[src/rgb_to_i420_converter_unit_assert.svh]
// Assertion macros shared by the converter RTL.
// Each macro expands to one labeled concurrent assertion with an async reset guard.
`ifndef RGB_TO_I420_CONVERTER_UNIT_ASSERT_SVH
`define RGB_TO_I420_CONVERTER_UNIT_ASSERT_SVH

// Same-cycle implication.
`define RGB2I420_ASSERT_IMPL(label, clk, rst_n, ante, cons, msg) \
    label: assert property (@(posedge clk) disable iff (!rst_n) (ante) |-> (cons)) \
        else $error(msg);

// Next-cycle implication.
`define RGB2I420_ASSERT_NEXT(label, clk, rst_n, ante, cons, msg) \
    label: assert property (@(posedge clk) disable iff (!rst_n) (ante) |=> (cons)) \
        else $error(msg);

`endif

[src/rgb2i420_ram.sv]
// Generic simple dual-port RAM: one write port, one read port, registered read data.
// Standalone; no package dependencies.
`timescale 1ns / 1ps
`default_nettype none

module rgb2i420_ram #(
    parameter int WIDTH = 8,
    parameter int DEPTH = 16
) (
    input  logic                     clk,
    input  logic                     wr_en,
    input  logic [$clog2(DEPTH)-1:0] wr_addr,
    input  logic [WIDTH-1:0]         wr_data,
    input  logic                     rd_en,
    input  logic [$clog2(DEPTH)-1:0] rd_addr,
    output logic [WIDTH-1:0]         rd_data
);

    logic [WIDTH-1:0] mem_reg [DEPTH];
    logic [WIDTH-1:0] rd_data_reg;

    always_ff @(posedge clk)
    begin
        if (wr_en)
        begin
            mem_reg[wr_addr] <= wr_data;
        end
        if (rd_en)
        begin
            rd_data_reg <= mem_reg[rd_addr];
        end
    end

    assign rd_data = rd_data_reg;

endmodule

`default_nettype wire

[config.mk]
export PLATFORM = sky130hd
export DESIGN_NAME = rgb2i420_ram
export DESIGN_NICKNAME = d
export VERILOG_FILES = /design/src/rgb_to_i420_converter_unit_assert.svh /design/src/rgb2i420_ram.sv
export SDC_FILE = /design/constraint.sdc
export NUM_CORES = 1
export LEC_CHECK = 0
export ABC_CLOCK_PERIOD_IN_PS = 2400
export BUFFER_PORTS_ARGS = -buffer_cell sky130_fd_sc_hd__buf_2
export CORE_MARGIN = 2
export CORE_UTILIZATION = 50
export CTS_BUF_LIST = sky130_fd_sc_hd__clkbuf_16
export DETAILED_ROUTE_END_ITERATION = 10
export PLACE_DENSITY = 0.79
export SETUP_SLACK_MARGIN = 0.1
export SYNTH_ARGS = -nofsm -noshare
export SYNTH_HDL_FRONTEND = slang
export SYNTH_SLANG_ARGS = --single-unit
[constraint.sdc]
create_clock -name clk -period 2.4 [get_ports clk]
set_clock_uncertainty 0.2 [all_clocks]
set_input_delay 0.36 -clock clk [delete_from_list [all_inputs] [get_ports clk]]
set_output_delay 0.36 -clock clk [all_outputs]
set_load 0.05 [all_outputs]
# ---- Yosys cells after proc, flatten, opt, wreduce, memory -nomap -nowiden
# Memories as Yosys holds them, arrays and structs flattened. A register that Yosys moved wholly into a read port is not among the register bits.
# Cells that the tools add are included.
dict set report word_totals {
  wordCells 3
  ramBits 128
  in_bits 19
  memories 1
  reg_bits 0
  output_inout_bits 8
}
dict set report classes {
  mux 2
}
# memory depth word_bits read_ports rd_clocked_by_memory_dff wr line
set memory_table {}
lappend memory_table {mem_reg 16 8 1 1 1 rgb2i420_ram.sv:19} ;# logic [WIDTH-1:0] mem_reg [DEPTH];
# cell count
set op_table {}
lappend op_table {{1-bit two-way mux} 2}

# ---- Depth between registers and ports, before layout
dict set report logic_depth {
  word_depth 2
  depth_mapped 5
  mapped_depth_nobuf 3
}

# ---- Worst setup path after synthesis
# OpenSTA, ideal clock, no wires.
dict set report synth_timing {
  path_type {input-to-reg}
  from {input wr_addr[2]}
  to {memory mem_reg[0][0], enable pin}
  path_stages 2
  setup_time_ps 383
  arrival_ps 1470
  required_time_ps 1817
  slack_ps 347
  path_buffers 0
  cell_sequence {or3b_2 -> nor3_1}
}
# element line
set synth_rtl {}
lappend synth_rtl {{start, declared} rgb2i420_ram.sv:12} ;# input logic [$clog2(DEPTH)-1:0] wr_addr,
lappend synth_rtl {{end, declared} rgb2i420_ram.sv:19}
# No word-level cell before the write port.

==> reports/metrics.yaml <==
status: "finished clean"
dr.pass1.iters: 4
grt_overflow: 0
final_cell_count_no_fill: 431
numCtsBuffers: 17
path_delay_family: "multiplexers"
place_congestion: 0.762
synth.cell_area_um2: 5230
place_hpwl_mm: 6.40
clkSinkCount: 136
cts_tree: "built"
worstSetupStartpointType: "input pin"
synth_cells: 229
clockBufferDepth: 2
grt_pass1_wl_mm: 15.2
slew_headroom_pct: 53.9
worstSetupPathType: "in2reg"
tightest_slew_ns: 0.689
synth_seq_area_share_pct: 78.1
slowest_stage: "mux4_2"
worst-path-buf-inv: 2
vias: 2509
period_minus_slack_ns: 1.88
layout_commonest_cell: "edfxtp_1"
layout_common_cells: "edfxtp_1, buf_2, buf_4"
hold_class: "in2reg"
post_synth_num_cell_types: 18
end_kind: "flop"
largest_reg_flops: 128
wl_per_cell_um: 23.3
area_growth_pct: 17.2
htree_levels: 4
final_core_util_pct: 59.9
hold_violations: 0
start_util_pct: 51.1
clk_pin_slew_ns: 0.05
layout-drive-gt1-share_pct: 29.5
clk_latency_ns: 0.41
synth_seq_cells: 136
timing.final.crit_share_pct: 78.3
post_cts_buffers: 0
io_pins: 27
grt_max_degree: 22
cp_max_fo: 8
holdBufCountCts: 0
leakage_uw: 0.00210
grt_pass1_vias: 2520
coreArea_um2: 10200
die_w_um: 106
drtAntennaViolNets: 0
drcViolationCount: 0
max_freq_mhz: 532
track_usage_pct: 19.7
maxSlewViolCount: 0
die_h_um: 106
crit_arrival_ns: 1.82
place_inst: 402
die_area_um2: 11300
crit_path_cell_trace: "buf_2 > buf_4 > mux4_2 > a22oi_1 > nand2_1"
ys_warn_count: 0
cts_resized: 0
grt_antenna_before_repair: 0
cp.required_ns: 2.34
synth.avg_cell_area_um2: 22.8
vias_per_cell: 5.82
p_per_area_nw_per_um2: 848
drtIter0Drc: 224
syn_nets: 248
setup_tns_ns: 0
layout.nets: 304
cts-root-buf: "clkbuf_16"
ir_drop_mv: 0.517
cap_viol_max_count: 0
num_rows: 37
setup_viol: 0
routed_wl_mm: 10.0
port_buffers: 26
rsz0062_at_grt: "false"
antennaDiodeCount: 0
slowest_delay_ns: 0.53
## metal layers
layer | routed length (µm) | up-vias | global-route usage, %
met1 | 4100 | 1311 | 27.1
met4 | 123 | 0 | 7.61
met5 | 0 | - | 0
met3 | 846 | 7 | 6.13
li1 | - | 1088 | -
met2 | 4970 | 103 | 29.7
## final cells by class
cell class                 count  area, µm²
fill                         681       4110
multi-input combinational     83       1060
sequential                   136       4080
tap                          136        170
clock buffer                  17        425
timing repair buffer          47        313
clock inverter                12       75.1
## worst paths after layout
kind | from | endpoint | slack (ns) | depth (start not counted)
worst min-delay path | rd_en | rd_data[5] | 0.13 | 1
worst min register to register | mem_reg[14][5] | rd_data[5] | 0.53 | 3
worst max-delay path | rd_addr[0] | rd_data[6] | 0.52 | 5
worst max register to register | mem_reg[11][6] | rd_data[6] | 0.66 | 3
## where the power goes
part | switching [µW] | internal [µW]
sequential | 14.5 | 2680
combinational | 180 | 107
clock | 847 | 1360
total | 1040 | 4150
## per-stage QoR
| step | instance area (µm²) | worst slack [ns] | hold WS [ns] | total power (µW) |
|---|---|---|---|---|
| floorplan | 5230 | 0.347 | 0.259 | 2910 |
| detailed placement | 5620 | 0.0526 | 0.530 | 3030 |
| finish | 6120 | 0.521 | 0.126 | 5190 |
| global placement | 5620 | 0.124 | 0.527 | 3020 |
| CTS | 6120 | 0.472 | 0.105 | 5230 |
| global route | 6120 | 0.440 | 0.105 | 5330 |
## cells by family (layout without fill, tap and decap cells)
group	after synthesis	count (layout)	share of synthesized area, %
buf+inv	10	76	1.65
flops	136	136	78.1
compound gates	16	16	2.30
simple gates	35	35	3.14
mux	32	32	14.8
## cell usage after synthesis
cell	n	share of area, %
nand3b_1	2	0.29
and2b_1	1	0.14
nand2_1	9	0.65
nor2b_1	1	0.12
mux4_2	18	7.8
edfxtp_1	136	78
nor3_1	4	0.38
buf_2	3	0.29
mux4_1	14	7.0
and2_1	1	0.12
nor2_1	13	0.93
buf_6	3	0.65
nand3_1	1	0.096
buf_4	1	0.14
or3b_2	1	0.17
nand2b_1	2	0.24
a22oi_1	16	2.3
clkdlybuf4s25_2	3	0.57
Note: power is estimated with default switching activity, not from simulation.
