### src/rgb_to_i420_converter_unit_assert.svh
// Assertion macros shared by the converter RTL.
// Each macro expands to one labeled concurrent assertion with an async reset guard.
`ifndef RGB_TO_I420_CONVERTER_UNIT_ASSERT_SVH
`define RGB_TO_I420_CONVERTER_UNIT_ASSERT_SVH

// Same-cycle implication.
`define RGB2I420_ASSERT_IMPL(label, clk, rst_n, ante, cons, msg) \
    label: assert property (@(posedge clk) disable iff (!rst_n) (ante) |-> (cons)) \
        else $error(msg);

// Next-cycle implication.
`define RGB2I420_ASSERT_NEXT(label, clk, rst_n, ante, cons, msg) \
    label: assert property (@(posedge clk) disable iff (!rst_n) (ante) |=> (cons)) \
        else $error(msg);

`endif

### src/rgb2i420_pkg.sv
// Shared types and constants of the RGB to I420 converter.
// No dependencies; every other RTL file but the generic RAM imports this package.
`timescale 1ns / 1ps
`default_nettype none

package rgb2i420_pkg;

    localparam int WIDTH_LIMIT   = 4096;
    localparam int PAIR_DEPTH    = WIDTH_LIMIT / 2;
    localparam int PAIR_AW       = $clog2(PAIR_DEPTH);
    localparam int COORD_W       = 12;
    localparam int CFG_DATA_W    = 13;
    localparam int RESET_WIDTH   = 640;
    localparam int RESET_HEIGHT  = 480;
    localparam int HEIGHT_LIMIT  = 4096;
    localparam int PAIR_W        = 27;

    typedef enum logic [0:0] {
        CFG_FRAME_WIDTH  = 1'b0,
        CFG_FRAME_HEIGHT = 1'b1
    } cfg_index_t;

    typedef struct packed {
        logic [7:0] red;
        logic [7:0] green;
        logic [7:0] blue;
    } pixel_t;

    typedef struct packed {
        logic [7:0]         luma;
        logic               chroma_valid;
        logic [7:0]         cb;
        logic [7:0]         cr;
        logic [COORD_W-1:0] column;
        logic [COORD_W-1:0] row;
        logic               frame_end;
    } result_t;

    // Horizontal pair sums of one pixel pair.
    typedef struct packed {
        logic [8:0] sum_r;
        logic [8:0] sum_g;
        logic [8:0] sum_b;
    } pair_t;

    // Beat leaving the front end: luma done, pair sums formed, line store read issued.
    typedef struct packed {
        logic               valid;
        logic [7:0]         luma;
        logic [COORD_W-1:0] column;
        logic [COORD_W-1:0] row;
        logic               frame_end;
        logic               chroma;
        pair_t              pair;
    } stage1_t;

endpackage

`default_nettype wire

### src/rgb2i420_chroma.sv
// Back end: 2x2 averaging with the fetched pair sums, chroma matrix and output register.
// Depends on rgb2i420_pkg and the assertion macro header.
`timescale 1ns / 1ps
`default_nettype none
`include "rgb_to_i420_converter_unit_assert.svh"

module rgb2i420_chroma
    import rgb2i420_pkg::*;
(
    input  logic    clk,
    input  logic    rst_n,
    input  stage1_t s1,
    input  pair_t   ram_rd_data,
    output logic    s2_ready,
    output logic    result_valid,
    input  logic    result_stall,
    output result_t result
);

    typedef struct packed {
        logic               valid;
        logic [7:0]         luma;
        logic [COORD_W-1:0] column;
        logic [COORD_W-1:0] row;
        logic               frame_end;
        logic               chroma;
        logic [7:0]         avg_r;
        logic [7:0]         avg_g;
        logic [7:0]         avg_b;
    } stage2_t;

    stage2_t s2_reg, s2_next;
    logic    result_valid_reg, result_valid_next;
    result_t result_reg, result_next;

    logic        out_ready;
    logic [9:0]  tot_r;
    logic [9:0]  tot_g;
    logic [9:0]  tot_b;
    logic [16:0] ext_r;
    logic [16:0] ext_g;
    logic [16:0] ext_b;
    logic [16:0] cb_acc;
    logic [16:0] cr_acc;

    assign out_ready = !result_valid_reg || !result_stall;
    assign s2_ready  = !s2_reg.valid || out_ready;

    // The line store read data stays put until the next fetch, and the next
    // fetch only happens on the edge that moves this beat on.
    assign tot_r = {1'b0, s1.pair.sum_r} + {1'b0, ram_rd_data.sum_r};
    assign tot_g = {1'b0, s1.pair.sum_g} + {1'b0, ram_rd_data.sum_g};
    assign tot_b = {1'b0, s1.pair.sum_b} + {1'b0, ram_rd_data.sum_b};

    assign ext_r = {9'd0, s2_reg.avg_r};
    assign ext_g = {9'd0, s2_reg.avg_g};
    assign ext_b = {9'd0, s2_reg.avg_b};

    // Both sums stay within a 16-bit signed range, so adding 128 after the
    // floor shift amounts to flipping the sign bit of the upper byte.
    assign cb_acc = 17'd112 * ext_b - 17'd38 * ext_r - 17'd74 * ext_g;
    assign cr_acc = 17'd112 * ext_r - 17'd94 * ext_g - 17'd18 * ext_b;

    always_comb
    begin
        s2_next           = s2_reg;
        result_valid_next = result_valid_reg;
        result_next       = result_reg;

        if (s2_ready)
        begin
            s2_next.valid     = s1.valid;
            s2_next.luma      = s1.luma;
            s2_next.column    = s1.column;
            s2_next.row       = s1.row;
            s2_next.frame_end = s1.frame_end;
            s2_next.chroma    = s1.chroma;
            s2_next.avg_r     = tot_r[9:2];
            s2_next.avg_g     = tot_g[9:2];
            s2_next.avg_b     = tot_b[9:2];
        end

        if (out_ready)
        begin
            result_valid_next        = s2_reg.valid;
            result_next.luma         = s2_reg.luma;
            result_next.chroma_valid = s2_reg.chroma;
            result_next.cb           = s2_reg.chroma ? {~cb_acc[15], cb_acc[14:8]} : 8'd0;
            result_next.cr           = s2_reg.chroma ? {~cr_acc[15], cr_acc[14:8]} : 8'd0;
            result_next.column       = s2_reg.column;
            result_next.row          = s2_reg.row;
            result_next.frame_end    = s2_reg.frame_end;
        end
    end

    always_ff @(posedge clk or negedge rst_n)
    begin
        if (!rst_n)
        begin
            s2_reg           <= '0;
            result_valid_reg <= 1'b0;
            result_reg       <= '0;
        end
        else
        begin
            s2_reg           <= s2_next;
            result_valid_reg <= result_valid_next;
            result_reg       <= result_next;
        end
    end

    assign result_valid = result_valid_reg;
    assign result       = result_reg;

    `RGB2I420_ASSERT_IMPL(a_chroma_position, clk, rst_n,
        result_valid_reg && result_reg.chroma_valid,
        result_reg.column[0] && result_reg.row[0], "chroma given off a block corner")
    `RGB2I420_ASSERT_IMPL(a_chroma_zero, clk, rst_n,
        result_valid_reg && !result_reg.chroma_valid,
        result_reg.cb == 8'd0 && result_reg.cr == 8'd0, "chroma nonzero without a block")
    `RGB2I420_ASSERT_NEXT(a_s2_hold, clk, rst_n, s2_reg.valid && !out_ready, $stable(s2_reg),
        "middle stage changed while held")

endmodule

`default_nettype wire

### config.mk
export PLATFORM = sky130hd
export DESIGN_NAME = rgb2i420_chroma
export DESIGN_NICKNAME = d
export VERILOG_FILES = /design/src/rgb2i420_pkg.sv /design/src/rgb2i420_chroma.sv
export VERILOG_INCLUDE_DIRS = /design/src /design/src/src
export SDC_FILE = /design/constraint.sdc
export NUM_CORES = 1
export LEC_CHECK = 0
export BUFFER_PORTS_ARGS = -buffer_cell sky130_fd_sc_hd__buf_2
export CAP_MARGIN = 20
export CELL_PAD_IN_SITES_DETAIL_PLACEMENT = 0
export CELL_PAD_IN_SITES_GLOBAL_PLACEMENT = 1
export CORE_UTILIZATION = 45
export CTS_BUF_LIST = sky130_fd_sc_hd__clkbuf_16
export DETAILED_ROUTE_END_ITERATION = 12
export PLACE_DENSITY = 0.94
export SLEW_MARGIN = 10
export SYNTH_ARGS = -nofsm -noshare
export SYNTH_HDL_FRONTEND = slang
export SYNTH_SLANG_ARGS = --single-unit
### constraint.sdc
create_clock -name clk -period 7.1 [get_ports clk]
set_input_delay 0 -clock clk [delete_from_list [all_inputs] [get_ports clk]]
set_output_delay 0 -clock clk [all_outputs]
set_load 0.03 [all_outputs]
## Word level (Yosys, flattened, before mapping)

Index checks and enable logic that the tools add are counted.

- Memory bits (writable): 0
- Logic and storage cells: 39
- Flip-flop bits (word level): 110
- Latch bits: 0
- Memory bits (read-only): 0
- Memories: 0

- Magnitude comparators: 0
- Divide/modulo/power cells: 0
- Multipliers: 6
- Reduce and logical (&&, ||, !) cells: 5
- Bitwise gates (word level): 2
- Add/sub/neg operators: 7
- Muxes and demuxes: 2
- Equality and inequality tests: 0
- Shift-type cells: 0

Operator list:

| kind | count |
|---|---|
| $add 9x9->10 | 3 |
| $mul 6x8->14 const A | 2 |
| $mul 3x8->11 const A | 2 |
| $mux 8 | 2 |
| $sub 15x14->16 | 1 |
| $sub 15x15->16 | 1 |
| $sub 16x14->16 | 1 |
| $sub 16x16->16 | 1 |
| $mul 5x8->13 const A | 1 |
| $mul 4x8->12 const A | 1 |
| $logic_not 1->1 | 3 |
| $logic_or 1x1->1 | 2 |
| $not 1->1 | 2 |

## Logic depth before layout (Yosys ltp)

Gate-level depths: netlist (run 1).

- Depth after elaboration: 5
- Mapped depth: 23

## Worst setup path after synthesis (run 1)

No wires, ideal clock.

- Kind: register to register
- From: register s2_reg, in the netlist ext_g[2]
- To: register result_reg, in the netlist result[31]
- Stages on the path, launching flop included: 23
- Data required time: 6.968 ns
- Arrival time: 4.854 ns
- Buffers on the path: 1
- Path slack: 2.114 ns
- Library setup time: 0.132 ns
- Cell sequence: dfrtp_1 > inv_1 > fa_1 > inv_1 > ha_1 > fa_1 > inv_1 > fa_1 > nor2b_1 > o21a_1 > o31ai_1 > a21oi_1 > xor2_1 > fa_1 > inv_1 > ha_1 > clkbuf_1 > a21oi_1 > a21oi_1 > a311oi_1 > o21ai_0 > xnor2_1 > o21ai_0

- Longest elaborated chain between the ends: 4

Ends and longest elaborated chain:

| what | line | source |
|---|---|---|
| from (decl) | rgb2i420_chroma.sv:32 | `stage2_t s2_reg, s2_next;` |
| from (signal assigned) | rgb2i420_chroma.sv:106 | `s2_reg <= s2_next;` |
| $mul 6x8->14 | rgb2i420_chroma.sv:62 | `assign cr_acc = 17'd112 * ext_r - 17'd94 * ext_g - 17'd18 * ext_b;` |
| $sub 15x15->16 | rgb2i420_chroma.sv:62 |  |
| $sub 16x14->16 | rgb2i420_chroma.sv:62 |  |
| $mux 8 | rgb2i420_chroma.sv:89 | `result_next.cr = s2_reg.chroma ? {~cr_acc[15], cr_acc[14:8]} : 8'd0;` |
| to (signal assigned) | rgb2i420_chroma.sv:108 | `result_reg <= result_next;` |
| to (decl) | rgb2i420_chroma.sv:34 | `result_t result_reg, result_next;` |

Every way passes these cells.
A chain may end at the register's enable or synchronous reset.

## Worst setup path in the final report (run 1)

Same ends and word-level chain as after synthesis.

==> results.cfg, run 1 <==
[critical_path]
cp_slowest_stage_delay_ns = 0.56
rr_startpoint = ext_g[2]$_DFFE_PN0P_
cpMaxStageDelayCell = fa_1
r2r_setup_slack_ns = 1.69
critical_path_peak_fanout = 9
worst-endpoint-required_ns = 7.39
critical_path.top_delay_family = adder cells
ff2ff_path_depth = 21
critPathBufInv = 4
setup_crit_start = ext_g[2]$_DFFE_PN0P_
crit_type = flop to flop
timing.critical_path.from_type = flop
rr_endpoint = result[31]$_DFFE_PN0P_
timing.critical_path.arrival_ns = 5.70
path_cells = inv_1 > fa_1 > inv_1 > ha_1 > fa_1 > inv_1 > fa_1 > nor2b_1 > o21a_1 > o31ai_1 > a21oi_1 > xor2_1 > fa_1 > inv_1 > ha_1 > a21oi_1 > a21oi_1 > a311oi_1 > o21ai_0 > xnor2_1 > o21ai_0
cp-end-kind = flop

[synthesis]
synth-seq-cells = 110
most_used_flip_flop_cell_after_synthesis = dfrtp_1
synthArstFlopShare_pct = 100
synth.distinct_cells = 55
post_synth_inst_count = 1118
synth_edf_count = 0
syn_avg_cell_area_um2 = 8.82
ys_warnings = 0
yosys-top-cells-area = dfrtp_1 (28%), ha_1 (20%), fa_1 (12%), nand2_1 (9.6%), inv_1 (5.7%)
synth_top_cell_area_share_pct = 27.9
syn-num-nets = 1426
synthMostInstantiatedCell = nand2_1
syn_area_um2 = 9860
synth_seq_area_share_pct = 27.9
commonest_cells_in_the_netlist = nand2_1 (253), ha_1 (155), inv_1 (149)
post-synth-top-area-cell = dfrtp_1

[finish]
antenna_cells_inserted = 0
layout_cells_sized_above_1_pct = 13.6
number_of_nets_in_the_layout = 1597
number_of_flip_flops_under_the_largest_register_name = 50
finish.instance_area_um2 = 11600
area_growth_pct = 17.2

[placed_design]
io_buffer_count = 143
gp_routability_congestion = 0.901
pre_cts_ws_ns = 1.72
post-dp-hpwl_mm = 17.3
dpl-instance-area_um2 = 10900

[sta]
timing.final.crit_share_pct = 76.2
worst_pin_slew_ns = 1.04
slew_viol_final = 0
highest_achievable_clock_rate_mhz = 185
setup-violations-final = 0
timing.max_slew.rel_slack_pct = 30.7
grt_setup_unrepaired = no
finalSetupTns_ns = 0
final_hold_slack_ns = 0.0232
finalClockSkew_ns = 0.0179
hold_viol_final = 0
finalWorstPathRequiredPeriod_ns = 5.41
timing.final.ws_setup_ns = 1.69

[clock_tree]
cts_root_buf = clkbuf_16
cts_buffers = 9
cts_tree = built
clk-insertion-delay-late_ns = 0.37
clock_sinks = 110
cts.clk_slew.worst_paths_ns = 0.08
clock_path_buffers = 2
htreeDepth = 3
post_cts_resize_count = 0

[job]
maxCapViolations = 0

[floorplan]
pin_count = 144
die-width_um = 150
core-area_um2 = 21200
fp-row-count = 53
initial_core_util_pct = 46.5
dieArea_um2 = 22500
die_y_um = 150

[hold_path]
min-delay-path-class = input port to flop
hold_path_depth = 4
startpoint_of_the_most_critical_hold_path = ram_rd_data[0]
worst_hold_path.endpoint = ext_b[0]$_DFFE_PN0P_

[detailed_routing]
avgViaCountPerCell = 5.00
detail_route.wirelength_mm = 22.4
drc = 0
wl_per_cell_um = 14.3
drt_pre_antenna_iters = 5
drt_first_iter_violations = 256
ant_nets = 0
vias = 7852

[global_routing]
grt_first_pass_wirelength_mm = 37.4
antenna_found_initial = 0
grt_usage_pct = 21.2
pin_count_of_the_biggest_net_entering_global_routing = 76
grt-ovfl-total = 0
grt_pass1_vias = 7879

[status]
outcome = completed
cell usage in the layout, fill, tap and decap left out, drive strengths merged, types with 2 or more instances in the layout:
cell,n
mux2i,3
nor2,53
a31oi,4
a221o,3
or2,2
clkinv,3
or3,3
or4,2
and2,4
a21oi,52
ha,155
a21o,15
a211oi,6
nor2b,7
dfrtp,110
nand3,6
a31o,4
o22a,2
o21a,11
o211ai,2
xnor2,45
o41ai,5
nand4,6
and3,8
inv,154
o21ai,39
o21bai,12
o221ai,2
fa,61
clkbuf,9
a21boi,3
nand2,253
nand2b,6
xor2,20
nor3,17
buf,147
o31ai,11
dlygate4sd3,37
worst max path at each step:
stage,to,slack [ns],depth (start not counted)
floorplan,result[31]$_DFFE_PN0P_,2.11,22
CTS,result[31]$_DFFE_PN0P_,1.71,21
detailed placement,result[31]$_DFFE_PN0P_,1.72,21
finish,result[31]$_DFFE_PN0P_,1.69,21
global placement,result[31]$_DFFE_PN0P_,1.82,21
global route,result[31]$_DFFE_PN0P_,1.22,21
final cells by class:
type	count	area, um^2
Clock buffer	9	225
Clock inverter	7	100
Fill cell	1928	9660
Inverter	151	567
Multi-Input combinational cell	833	6450
Sequential cell	110	2750
Tap cell	275	344
Timing Repair Buffer	184	1120
through the flow:
stage          utilization, %  instances
6_report                 54.5       1569
5_1_grt                  54.5       1569
4_1_cts                  54.5       1569
3_5_place_dp             51.2       1516
3_3_place_gp             51.2       1516
2_1_floorplan               -       1118
repair_timing:
item | 4_1_cts | 5_1_grt
hold buffers | 37 | 0
buffers inserted | 0 | 0
endpoints found under the hold margin | 71 | 0
layer usage:
layer | routed length (um) | GRT usage (%) | up-vias
li1 | - | - | 4014
met4 | 383 | 6.46 | 0
met3 | 763 | 3.14 | 26
met5 | 0 | 0 | -
met1 | 10500 | 28.0 | 3661
met2 | 10800 | 35.9 | 151
worst reg2reg max path, stage by stage, from the launching register on:
cell and delay, ns:
dfrtp_1 0.43, inv_1 0.14, fa_1 0.55, inv_1 0.04
ha_1 0.30, fa_1 0.56, inv_1 0.06, fa_1 0.45
nor2b_1 0.14, o21a_1 0.14, o31ai_1 0.09, a21oi_1 0.26
xor2_1 0.18, fa_1 0.56, inv_1 0.04, ha_1 0.39
a21oi_1 0.27, a21oi_1 0.11, a311oi_1 0.21, o21ai_0 0.15
xnor2_1 0.15, o21ai_0 0.13
cells by family (layout without fill, tap and decap cells):
kind of cell	Yosys count	in the layout	synth area share, %
AND/OR/NAND/NOR	367	367	15.3
adder cells (fa/ha/maj)	216	216	32.1
AO/OA/AOI/OAI	182	182	12.0
buffers and inverters	175	351	6.66
flip-flops	110	110	27.9
XOR/XNOR	65	65	5.77
multiplexers	3	3	0.305
Power of run 1 is left out: the tool's default activity adds up to more than one toggle a clock period on the data nets, which glitch-free logic cannot reach.
==> run 2: changes to the inputs <==
Settings changed: ABC_AREA set to 1, CORE_UTILIZATION 45 to 44, PLACE_DENSITY 0.94 to 0.95.
Clock period 7.1 ns to 5.1 ns, I/O delays scaled along.
==> run 2 against run 1 <==
Effect of this change:
- the flow now finishes with violations (DRC)
- clock skew down 0.0039 ns
- fmax rose by 11%
- final area is 12% higher
==> results.cfg, run 2 <==
[finish]
number_of_flip_flops_under_the_largest_register_name = 50
number_of_nets_in_the_layout = 2011
finalNonFillerCells = 2038
most_common_cell_after_layout_fill_and_taps_aside = nand2_1
finish.instance_area_um2 = 13000
mostFrequentLayoutCells = nand2_1 (515), inv_1 (289), ha_1 (153)
area_growth_pct = 15.7
antenna_cells_inserted = 0
layout_cells_sized_above_1_pct = 12.1

[clock_tree]
cts_root_buf = clkbuf_16
cts_tree = built
clk-insertion-delay-late_ns = 0.36
clock_sinks = 110
cts.clk_slew.worst_paths_ns = 0.09
cts_buffers = 9
clock_path_buffers = 2
htreeDepth = 3

[detailed_routing]
ant_nets = 0
vias = 9696
avgViaCountPerCell = 4.76
drc = 2
drt_pre_antenna_iters = 9
wl_per_cell_um = 12.9
detail_route.wirelength_mm = 26.3
drt_first_iter_violations = 535

[critical_path]
timing.critical_path.from_type = flop
cpMaxStageDelayCell = fa_1
critical_path_peak_fanout = 5
path_cells = inv_1 > fa_1 > inv_1 > ha_1 > fa_1 > inv_1 > fa_1 > o21ai_2 > a21oi_1 > xor2_1 > fa_1 > inv_1 > ha_1 > nand2_1 > inv_1 > nand2_1 > nand2_1 > a21oi_1 > nand3_1 > nand3_1 > nand2_1
cp-endpoint = result[32]$_DFFE_PN0P_
crit_cells = 21
cell_repeated_most_along_the_worst_path = inv_1
rr_startpoint = ext_g[2]$_DFFE_PN0P_
worst-endpoint-required_ns = 5.35
setup_crit_start = ext_g[2]$_DFFE_PN0P_
ff2ff_path_depth = 21
timing.critical_path.arrival_ns = 5.13
r2r_setup_slack_ns = 0.23
critical_path.top_delay_family = adder cells
rr_endpoint = result[32]$_DFFE_PN0P_
critPathBufInv = 5
crit_type = flop to flop
cp_slowest_stage_delay_ns = 0.57
cp-end-kind = flop

[floorplan]
die-width_um = 161
pin_count = 144
dieArea_um2 = 26100
fp-row-count = 58
initial_core_util_pct = 44.7
die_y_um = 161
core-area_um2 = 25000

[sta]
timing.final.ws_setup_ns = 0.226
timing.max_slew.rel_slack_pct = 39.2
setup-violations-final = 0
highest_achievable_clock_rate_mhz = 205
finalClockSkew_ns = 0.0140
worst_pin_slew_ns = 0.912
finalWorstPathRequiredPeriod_ns = 4.87
hold_viol_final = 0
timing.final.crit_share_pct = 95.6
slew_viol_final = 0

[synthesis]
synth_top_cell_area_share_pct = 24.6
syn-num-nets = 1836
syn_area_um2 = 11200
ys_warnings = 0
synth-seq-cells = 110
synthMostInstantiatedCell = nand2_1
post-synth-top-area-cell = dfrtp_1
synth.distinct_cells = 35
most_used_flip_flop_cell_after_synthesis = dfrtp_1
commonest_cells_in_the_netlist = nand2_1 (516), inv_1 (289), ha_1 (155)
post_synth_inst_count = 1528
yosys-top-cells-area = dfrtp_1 (25%), ha_1 (17%), nand2_1 (17%), fa_1 (11%), inv_1 (9.7%)
synth_seq_area_share_pct = 24.6
syn_avg_cell_area_um2 = 7.33
synth_edf_count = 0
synthArstFlopShare_pct = 100

[placed_design]
io_buffer_count = 143
dpl-instance-area_um2 = 12200
post-dp-hpwl_mm = 21.0
dpl.cell_count = 1984
gp_routability_congestion = 0.914
pre_cts_ws_ns = 0.230

[global_routing]
grt_pass1_vias = 9372
grt_first_pass_wirelength_mm = 44.2
grt_usage_pct = 20.9
grt-ovfl-total = 0
pin_count_of_the_biggest_net_entering_global_routing = 67
antenna_found_initial = 0

[status]
outcome = complete, but fails checks
failed_checks = DRC

[job]
maxCapViolations = 0

[hold_path]
hold_path_depth = 5
min-delay-path-class = input port to flop
run 2: cell count changes in the layout (fill, tap and decap cells not counted), moves of 11 or more:
cell,change
inv_1,+140
nand2_1,+262
nand3_1,+79
nand4_1,+13
nor3_1,-12
o21a_1,-11
o21ai_0,-13
o21ai_1,+30
xnor2_1,-17
run 2: area by class of cell:
class / instances / area, um^2
clock inverters: 7 / 86.3
inverters: 299 / 1120
repair buffers: 186 / 1130
fillers: 2503 / 12100
well taps: 330 / 413
clock buffers: 9 / 225
multi-input cells: 1097 / 7210
flip-flops and latches: 110 / 2760
run 2: repair_timing:
action                                  CTS  global route
endpoints found under the hold margin   100             0
endpoints found under the setup margin    0             5
setup buffers                             0             2
hold buffers                             36             0
resized for setup                         0            11
run 2: worst register-to-register path, cell delays in order (launching register included):
cell	delay (ns)
dfrtp_1	0.41
inv_1	0.13
fa_1	0.55
inv_1	0.04
ha_1	0.29
fa_1	0.57
inv_1	0.07
fa_1	0.50
o21ai_2	0.20
a21oi_1	0.11
xor2_1	0.17
fa_1	0.54
inv_1	0.04
ha_1	0.36
nand2_1	0.16
inv_1	0.05
nand2_1	0.06
nand2_1	0.07
a21oi_1	0.20
nand3_1	0.10
nand3_1	0.09
nand2_1	0.05
run 2: worst min-delay path by stage:
stage / startpoint / endpoint / slack, ns
after CTS: ram_rd_data[9] / ext_g[7]$_DFFE_PN0P_ / 0.004
final: ram_rd_data[9] / ext_g[7]$_DFFE_PN0P_ / 0.01
after floorplan: rst_n / ext_b[0]$_DFFE_PN0P_ / -0.30
after global routing: ram_rd_data[9] / ext_g[7]$_DFFE_PN0P_ / 0.03
after detailed placement: rst_n / result[26]$_DFFE_PN0P_ / 0.18
after global placement: rst_n / result[26]$_DFFE_PN0P_ / 0.18
run 2: cells by family (layout without fill, tap and decap cells):
logic type | Yosys count | in the layout | synth area share [%]
AOI/OAI and AO/OA | 143 | 143 | 7.14
and+or+nand+nor | 692 | 692 | 25.3
DFF | 110 | 110 | 24.6
buffers and inverters | 321 | 501 | 11.2
xor gates and xnor gates | 46 | 46 | 3.60
adders and majority gates | 216 | 216 | 28.2
run 2: through the flow:
step	hold slack, ns	TNS [ns]	utilization (%)
3_3_place_gp	0.180	0	48.9
3_5_place_dp	0.184	0	48.9
2_1_floorplan	-0.296	0	-
5_1_grt	0.0297	-0.0184	51.7
6_report	0.00982	0	51.7
4_1_cts	0.00374	0	51.6
run 2: per-layer routing:
| layer | part of all wire (%) | routed length (um) | track usage, % |
|---|---|---|---|
| met2 | 46 | 12000 | 34.8 |
| met3 | 3.6 | 938 | 2.59 |
| met4 | 1.8 | 481 | 5.32 |
| met5 | 0 | 0 | 0 |
| met1 | 49 | 12800 | 28.7 |
Power of run 2 is left out for the same reason.
